## src/rtl/streamout_buffer_binder_assert.svh

```systemverilog
// Assertion macros for the streamout binder
`ifndef STREAMOUT_BUFFER_BINDER_ASSERT_SVH
`define STREAMOUT_BUFFER_BINDER_ASSERT_SVH

// clocked check, held off while reset is asserted
`define SOB_ASSERT(label, prop, msg) \
  label: assert property (@(posedge clk_i) disable iff (!rst_ni) prop) else $error(msg);

// clocked check that also holds during reset
`define SOB_ASSERT_ALWAYS(label, prop, msg) \
  label: assert property (@(posedge clk_i) prop) else $error(msg);

`endif

```

## src/rtl/sob_pkg.sv

```systemverilog
package sob_pkg;

  localparam int unsigned DIV_W = 17;

  localparam logic [1:0] OP_WRITE   = 2'd0;
  localparam logic [1:0] OP_DRAW    = 2'd1;
  localparam logic [1:0] OP_NO_DRAW = 2'd2;
  localparam logic [1:0] OP_FINISH  = 2'd3;

  localparam logic [2:0] KIND_BIND   = 3'd0;
  localparam logic [2:0] KIND_BEGIN  = 3'd1;
  localparam logic [2:0] KIND_COPY   = 3'd2;
  localparam logic [2:0] KIND_FINISH = 3'd3;
  localparam logic [2:0] KIND_ACK    = 3'd4;

  localparam logic CFG_RING_CAP   = 1'b0;
  localparam logic CFG_RING_RESET = 1'b1;

  localparam logic [30:0] RING_CAP_RESET = 31'd8388608;
  localparam logic [31:0] PAD_ADD        = 32'd255;
  localparam logic [31:0] PAD_MASK       = ~32'd255;

  typedef struct packed {
    logic [1:0]  op;
    logic [1:0]  buffer_select;
    logic [29:0] stride_dwords;
    logic [29:0] size_dwords;
    logic [23:0] base_blocks;
    logic [31:0] start_offset;
    logic [31:0] vertex_count;
    logic [31:0] instance_count;
    logic        gs_present;
    logic [29:0] gs_vertex_dwords;
    logic [14:0] gs_ring_dwords;
    logic [3:0]  write_mask;
  } in_t;

  typedef struct packed {
    logic [2:0]  kind;
    logic [1:0]  buffer_index;
    logic [30:0] ring_offset;
    logic [31:0] range_addr;
    logic [31:0] range_size;
    logic [31:0] new_offset;
    logic        last;
  } out_t;

  typedef struct packed {
    logic        start;
    logic [DIV_W-1:0] dividend;
    logic [31:0] divisor;
  } div_req_t;

  typedef enum logic [3:0] {
    S_IDLE, S_DIV, S_MUL_V, S_MUL_LO, S_MUL_HI, S_SUM, S_BUF_MUL, S_BUF_RNG,
    S_BUF_EMIT, S_BEGIN, S_FIN, S_FIN_EMIT, S_ACK
  } state_e;

endpackage

```

## src/rtl/sob_div.sv

```systemverilog
module sob_div (
  input  logic                  clk_i,
  input  logic                  rst_ni,
  input  sob_pkg::div_req_t     req_i,
  output logic                  done_o,
  output logic [sob_pkg::DIV_W-1:0] quot_o
);
  import sob_pkg::*;

  logic             busy_q;
  logic             done_q;
  logic [4:0]       step_q;
  logic [17:0]      rem_q;
  logic [DIV_W-1:0] quot_q;
  logic [31:0]      dsr_q;
  logic [17:0]      trial;
  logic             ge;

  // one quotient bit a cycle, restoring
  assign trial = {rem_q[16:0], quot_q[DIV_W-1]};
  assign ge    = {14'd0, trial} >= dsr_q;

  always_ff @(posedge clk_i or negedge rst_ni) begin
    if (!rst_ni) begin
      busy_q <= 1'b0;
      done_q <= 1'b0;
      step_q <= '0;
    end else begin
      done_q <= 1'b0;
      if (req_i.start) begin
        busy_q <= 1'b1;
        step_q <= '0;
      end else if (busy_q) begin
        step_q <= step_q + 5'd1;
        if (step_q == 5'(DIV_W - 1)) begin
          busy_q <= 1'b0;
          done_q <= 1'b1;
        end
      end
    end
  end

  always_ff @(posedge clk_i) begin
    if (req_i.start) begin
      rem_q  <= '0;
      quot_q <= req_i.dividend;
      dsr_q  <= req_i.divisor;
    end else if (busy_q) begin
      rem_q  <= ge ? (trial - dsr_q[17:0]) : trial;
      quot_q <= {quot_q[DIV_W-2:0], ge};
    end
  end

  assign done_o = done_q;
  assign quot_o = quot_q;

endmodule

```

## config.mk

```make
export PLATFORM = sky130hd
export DESIGN_NAME = sob_div
export DESIGN_NICKNAME = d
export VERILOG_FILES = /design/src/rtl/streamout_buffer_binder_assert.svh /design/src/rtl/sob_pkg.sv /design/src/rtl/sob_div.sv
export SDC_FILE = /design/constraint.sdc
export NUM_CORES = 1
export LEC_CHECK = 0
export ABC_AREA = 1
export BUFFER_PORTS_ARGS = -buffer_cell sky130_fd_sc_hd__buf_4
export CAP_MARGIN = 20
export CORE_MARGIN = 2
export CORE_UTILIZATION = 55
export CTS_CLUSTER_SIZE = 10
export DETAILED_ROUTE_END_ITERATION = 8
export HOLD_SLACK_MARGIN = 0.06
export PLACE_DENSITY = 0.76
export SLEW_MARGIN = 20
export SYNTH_ARGS = -nofsm -noshare
export SYNTH_HDL_FRONTEND = slang
export SYNTH_SLANG_ARGS = --single-unit
export TNS_END_PERCENT = 30
```

## constraint.sdc

```tcl
create_clock -name clk_i -period 2.8 [get_ports clk_i]
set_clock_uncertainty 0.05 [all_clocks]
set_input_delay 0.14 -clock clk_i [delete_from_list [all_inputs] [get_ports clk_i]]
set_output_delay 0.14 -clock clk_i [all_outputs]
set_load 0.01 [all_outputs]
```

# After elaboration in Yosys (flattened, before gate mapping)
# Index checks and enable logic that the tools add are counted.
[totals]
regBits = 73
inputBits = 52
output_inout_bits = 18
elab_cells = 22
[classes]
add_sub_neg = 2
magnitude_cmp = 1
eq_ne = 1
muxes = 11
n_reduce_logical = 1
[ops]
columns = ["op", "count"]
rows = [
  ["$mux W17", 3],
  ["$ge A18 B32 Y1", 1],
  ["$sub A17 B17 Y17", 1],
  ["$mux W5", 2],
  ["$mux W1", 6],
  ["$add A5 B1 Y5 const B", 1],
  ["$eq A5 B5 Y1 const B", 1],
  ["$reduce_bool A2 Y1", 1],
]

# Logic depth before layout (Yosys ltp)
# Gate-level depths: netlist of the first run.
[depth]
depth_word = 4
mapped_depth = 16
mapped_depth_nobuf = 16

# Worst setup path after synthesis of the first run
# Ideal clock, no wire load.
[synth_timing]
kind = "register to register"
start = "register quot_q[16] (netlist: quot_o[16])"
end = "register rem_q[12]"
setup_time_ns = 0.112
t_arrival_ns = 1.938
required_time_ns = 2.638
setup_slack_ns = 0.700
stages_incl_launch_ff = 16
path_buffers = 1
period_less_slack_ns = 2.100
cell_sequence = "edfxtp_1 inv_1 ha_1 inv_1 fa_1 nand2_1 nand2_1 nand3_2 nand2_2 nand2_2 nand3_2 nand2_4 buf_6 nand3b_1 nand3_2 nand2_1"
[synth_between]
elab_chain_len = 2
elab_cells_between_ends = 3
cone_classes = "add/sub: 1; order compare: 1; mux: 1"
[synth_lines]
columns = ["item", "line", "text"]
rows = [
  ["start, declared", "sob_div.sv:14", "logic [DIV_W-1:0] quot_q;"],
  ["start signal, assigned", "sob_div.sv:46", "quot_q <= req_i.dividend;"],
  ["start signal, assigned", "sob_div.sv:50", "quot_q <= {quot_q[DIV_W-2:0], ge};"],
  ["$ge A18 B32 Y1 / $sub A17 B17 Y17 (equally long branches)", "sob_div.sv:21, sob_div.sv:49", ""],
  ["$mux W17 *", "sob_div.sv:49", "rem_q <= ge ? (trial - dsr_q[17:0]) : trial;"],
  ["end signal, assigned", "sob_div.sv:49", ""],
  ["end, declared", "sob_div.sv:13", "logic [17:0] rem_q;"],
]
# Every way passes the cells marked *; elsewhere a longest branch is shown, timed or not.
# A chain may end at the register's enable or synchronous reset.

# Worst setup path after layout of the first run
[layout_timing]
start = "register quot_q[16] (netlist: quot_o[16])"
end = "register rem_q[2]"
# Same word-level chain as after synthesis.

==> qor.yml, run 1 <==
worst_pin_slew_ns: 0.8407
hold_path.class: "in -> reg"
max_clock_freq_mhz: 431.4
cts_buffers: 9
worstPathMaxFanout: 17
fp.dieW_microns: 89.52
setup_violations: 0
power_frac_comb: 0.139
ys_top_cells_by_area: "edfxtp_1 37%, nand2_1 14%, dfxtp_1 8.5%, ha_1 6.2%, inv_1 5.5%"
seq_power_share: 0.476
tns_ns: 0
wl_mm: 9.918
crit_path_start_kind: "flop"
syn_nets: 538
path_cells: "inv_1 -> ha_1 -> inv_1 -> fa_1 -> nand2_1 -> nand2_1 -> nand3_2 -> nand2_2 -> nand2_2 -> nand3_2 -> nand2_4 -> nand2_8 -> o21ai_0 -> nand3_1 -> nand2_1"
ctsResizeCount: 0
slew_violations: 0
p_clk_frac: 0.385
grt_max_degree: 31
leakage_nw: 2.680
cpPeakStageDelay_ns: 0.38
cts_hold_buffers: 49
async_flop_share: 0.09589
grt_pass1_vias: 3375
syn_avg_cell_area_sq_um: 8.651
io_pins: 70
critPathLaunch: "quot_o[16]"
clockRootBuffer: "clkbuf_8"
dp_hpwl_mm: 6.206
worstSetupPathType: "reg -> reg"
final_nets: 660
vias: 3482
fin_util: 0.7459
met2_usage: 0.4330
track_usage: 0.2598
insertion_delay_ns: 0.35
yosysSeqAreaShare: 0.4939
synth_area_leader_cell: "edfxtp_1"
port_buffers: 69
met3_usage: 0.04340
p_sw_frac: 0.2372
grt.busiest_layer: "met2"
p_per_area_nw_per_um2: 493.6
areaGrowthSynthToFinish_pct: 33.06
arrival_ns: 2.55
place.gp.congestion: 0.8469
vias_per_cell: 5.039
synth_cells: 465
netlist_area_sq_um: 4023
netlist-cell-type-count: 35
clk_pin_slew_ns: 0.09
slew_headroom: 0.4390
internal_power_w: 0.002016
hold_viol: 0
power_switching_w: 0.0006267
end_kind: "flop"
gr-total-overflow: 0
dr.pass1.iters: 5
core_sq_um: 7176
drc: 0
synth-edff-count: 49
final_antenna_net_count: 0
synth.top_cell.area_share: 0.3658
status: "complete, no violations"
die_h_microns: 89.52
timing.final.crit_share: 0.8279
yosysMostFrequentCell: "nand2_1"
critPathSlowestCell: "edfxtp_1"
cap_violations: 0
ys_warn_count: 0
fin_hold_ws_ns: 0.1042
cts.sinks: 73
synth_flop_cell: "edfxtp_1"
drt-wirelength-per-cell_microns: 14.35
cts_buffer_depth: 2
ir_drop_uv: 349.0
die-area_sq_um: 8014
period_needed_ns: 2.318
timing.rr.start: "quot_o[16]"
path_common_cell: "nand2_1"
cts_tree: "done"
post-cts-setup-buffers: 0
rows: 31
grt_pass1_wl_mm: 15.70
hp-start: "req_i[32]"
cp.required_ns: 3.04
drtIter0Drc: 209
initial_core_util: 0.5606
drive_above_1_share: 0.1993
rsz0062_at_grt: "no"
grt_use_met1: 0.3365
synth-seq-cells: 73
htree_levels: 3
antenna_found_initial: 0
synth_common_cells: "150 x nand2_1, 59 x inv_1, 49 x edfxtp_1"
diodes: 0
[state kept, by name, summed over array words and instances, names as in the netlist]
register and cells:
dsr_q 32, quot_o 17, rem_q 17, step_q 5, busy_q 1, done_o 1
[worst max-delay path: cells and delay by family, from the launching register on]
family / cells / cell delay, ns
and+or+nand+nor: 10 / 1.02
adders and majority gates: 2 / 0.54
DFF: 1 / 0.38
buffers and inverters: 2 / 0.16
AOI/OAI and AO/OA: 1 / 0.11
[cells by family (layout without fill, tap and decap cells)]
| kind of cell | Yosys count | after routing | synth area share |
|---|---|---|---|
| simple gates | 262 | 262 | 0.2992 |
| flops | 73 | 73 | 0.4939 |
| buf+inv | 69 | 196 | 0.07247 |
| compound gates | 32 | 32 | 0.04977 |
| fa+ha+maj | 21 | 21 | 0.06719 |
| xor+xnor | 8 | 8 | 0.01742 |
[final cells by class]
cell class                      count  area [sq um]
Multi-Input combinational cell    323          1744
Clock inverter                      3         68.82
Fill cell                         528          1823
Tap cell                           99         123.9
Clock buffer                       13         180.2
Timing Repair Buffer              120          1023
Inverter                           60         225.2
Sequential cell                    73          1987
[final timing paths]
check | endpoint | slack [ns] | cells after the start
max | rem_q[2] | 0.48 | 15
min | quot_o[0] | 0.10 | 3
max reg2reg | rem_q[2] | 0.48 | 15
min reg2reg | rem_q[16] | 0.42 | 2
max in group asynchronous | done_o | 2.47 | 2
min in group asynchronous | step_q[1] | 0.12 | 2
[routing by layer]
| metal | vias to the layer above | share of wire |
|---|---|---|
| met5 | - | 0 |
| met1 | 1618 | 0.43 |
| met2 | 98 | 0.51 |
| li1 | 1752 | - |
| met4 | 0 | 0.019 |
| met3 | 14 | 0.047 |
[stage by stage]
stage | std cells | power [W] | area, sq um | setup slack, ns
after floorplan | 465 | 0.001438 | 4023 | 0.7001
after global placement | 626 | 0.001572 | 4613 | 0.5988
after detailed placement | 626 | 0.001579 | 4613 | 0.5594
after CTS | 691 | 0.002637 | 5353 | 0.5300
after global routing | 691 | 0.002742 | 5353 | 0.2671
final | 691 | 0.002642 | 5353 | 0.4820
[layout by cell type, fill, tap and decap left out, types with 15 or more instances in the layout]
cell type	netlist	final
nand2_2	15	15
inv_1	59	59
buf_4	0	71
nor2_1	26	26
dfxtp_1	17	17
ha_1	20	20
nand2_1	150	150
edfxtp_1	49	49
dlygate4sd3_1	0	49
nand3_1	35	35
[power groups by stage]
stage	Combinational [W]	Sequential (W)	Clock, W
floorplan	0.000156	0.00128	0
global placement	0.000298	0.00127	0
detailed placement	0.000303	0.00128	0
CTS	0.000360	0.00125	0.00102
global route	0.000405	0.00126	0.00107
finish	0.000368	0.00126	0.00102
Note: power is estimated with default switching activity, not from simulation.
==> run 2: changes to the inputs <==
CORE_UTILIZATION = 51   (was 55)
PLACE_DENSITY = 0.74   (was 0.76)
clock period = 2 ns   (was 2.8 ns; I/O delays follow)
==> qor.yml, run 2 (synthesis results as in run 1) <==
worstPathMaxFanout: 8  # -9
initial_core_util: 0.5233  # -0.03732
design_power_total_w: 0.003473  # +31%
leakage_nw: 2.756  # +2.8%
diodes: 0  # unchanged
top_register: "dsr_q"
slew_headroom: 0.5768  # +0.1378
hp-start: "rem_q[6]"
reg2reg_depth: 15  # unchanged
final_nets: 681  # +3.2%
largest_register_ffs: 32  # unchanged
arrival_ns: 2.27  # -0.28 ns
cp.required_ns: 2.20  # -0.84 ns
die_h_microns: 92.81  # +3.7%
rsz0062_at_grt: "yes"
insertion_delay_ns: 0.35  # about the same
worstSetupPathType: "reg -> reg"
ir_drop_uv: 500.8  # +43%
rows: 32  # +3.2%
hold_path_end: "rem_q[6]"
hold_path.class: "reg -> reg"
p_per_area_nw_per_um2: 624.2  # +26%
period_needed_ns: 2.072  # -0.2457 ns
final_common_cell: "nand2_1"
clk_pin_slew_ns: 0.08  # about the same
r2r_setup_slack_ns: -0.07  # -0.55 ns
r2r_end: "rem_q[3]"
track_usage: 0.2505  # -0.009327
grt_pass1_wl_mm: 16.68  # +6.3%
wl_mm: 10.16  # +2.4%
drtIter0Drc: 192  # -8.1%
drc: 0  # unchanged
core_sq_um: 7687  # +7.1%
timing.rr.start: "quot_o[16]"
critPathLaunch: "quot_o[16]"
place.gp.congestion: 0.8996  # +6.2%
drive_above_1_share: 0.2431  # +0.04374
status: "finished, violations left"
vias: 3587  # +3.0%
layout_setup_ws_ns: -0.07231  # -0.5543 ns
cts_tree: "done"
die-area_sq_um: 8614  # +7.5%
max_clock_freq_mhz: 482.6  # +12%
cts_buffer_depth: 2  # unchanged
port_buffers: 69  # unchanged
io_pins: 70  # unchanged
vias_per_cell: 5.017  # -0.44%
final_antenna_net_count: 0  # unchanged
grt_pass1_vias: 3517  # +4.2%
cts.sinks: 73  # unchanged
htree_levels: 3  # unchanged
gr-total-overflow: 0  # unchanged
worst_pin_slew_ns: 0.6341  # -0.2066 ns
violations: "negative setup slack"
areaGrowthSynthToFinish_pct: 38.29
layout_common_cells: "146 x nand2_1, 86 x buf_4, 57 x inv_1"
fp.dieW_microns: 92.81  # +3.7%
crit_path_start_kind: "flop"
antenna_found_initial: 0  # unchanged
setup_violations: 17  # +17
drt-wirelength-per-cell_microns: 14.21  # -1.0%
fin_util: 0.7236  # -0.02231
place_ws_ns: -0.1619  # -0.7213 ns
cap_violations: 0  # unchanged
timing.final.crit_share: 1.036  # +0.2083
hold_viol: 0  # unchanged
dr.pass1.iters: 5  # unchanged
cts_buffers: 9  # unchanged
end_kind: "flop"
slew_violations: 0  # unchanged
min_path_cells: 2  # -1
grt_max_degree: 39  # +26%
dp_hpwl_mm: 6.298  # +1.5%
clockRootBuffer: "clkbuf_8"
-- run 2: area by class of cell --
class                           count  area [sq um]
Timing Repair Buffer              140          1206
Inverter                           60         225.2
Multi-Input combinational cell    324          1824
Fill cell                         553          2125
Tap cell                          102         127.6
Clock inverter                      7         68.82
Sequential cell                    73          1987
Clock buffer                        9         123.9
-- run 2: how the worst max path moves through the flow --
stage	end	slack, ns	cells after the start
6_report	rem_q[3]	-0.07	15
5_1_grt	rem_q[6]	-0.19	15
4_1_cts	rem_q[3]	-0.08	15
3_5_place_dp	rem_q[2]	-0.16	15
3_3_place_gp	rem_q[2]	-0.1	15
2_1_floorplan	rem_q[12]	-0.06	15
-- run 2: stage by stage --
stage          hold slack (ns)  std cells  TNS (ns)  cell area [sq um]
2_1_floorplan          -0.2456        465   -0.6522               4025
3_3_place_gp           -0.1347        643    -1.045               4750
3_5_place_dp           -0.1296        643    -1.634               4750
4_1_cts                 0.4041        714    -1.035               5515
5_1_grt                 0.4096        715    -3.059               5563
6_report                0.4171        715   -0.8261               5563
-- run 2: routing by layer --
| layer | share of wire | track usage |
|---|---|---|
| met5 | 0 | 0 |
| met4 | 0.020 | 0.1066 |
| met3 | 0.042 | 0.03824 |
| met2 | 0.51 | 0.4354 |
| met1 | 0.43 | 0.3093 |
-- run 2: what timing repair did --
item                                   in CTS  in global routing
resized for setup                          10                  8
setup buffers                               2                  1
endpoints found under the hold margin      64                  0
hold buffers                               52                  0
cloned                                      1                  0
pin swaps                                  17                  5
setup endpoints to repair                  18                 18
-- run 2: critical path: stages (launching register included) --
cell	delay (ns)
edfxtp_1	0.40
inv_2	0.09
ha_4	0.12
inv_2	0.04
fa_2	0.35
nand2_2	0.08
nand2_2	0.06
nand3_2	0.07
nand2_2	0.05
nand2_2	0.08
nand3_4	0.10
nand2_8	0.14
buf_12	0.13
nand3b_1	0.09
nand3_2	0.08
nand2_2	0.04
-- run 2: where the power goes --
| part | switching [W] | leakage [nW] | total [W] | internal (W) |
|---|---|---|---|---|
| clock network | 0.000577 | 0.0970 | 0.00115 | 0.000574 |
| logic | 0.000272 | 1.93 | 0.000562 | 0.000290 |
| registers | 0.0000463 | 0.728 | 0.00176 | 0.00171 |
| total | 0.000895 | 2.76 | 0.00347 | 0.00258 |
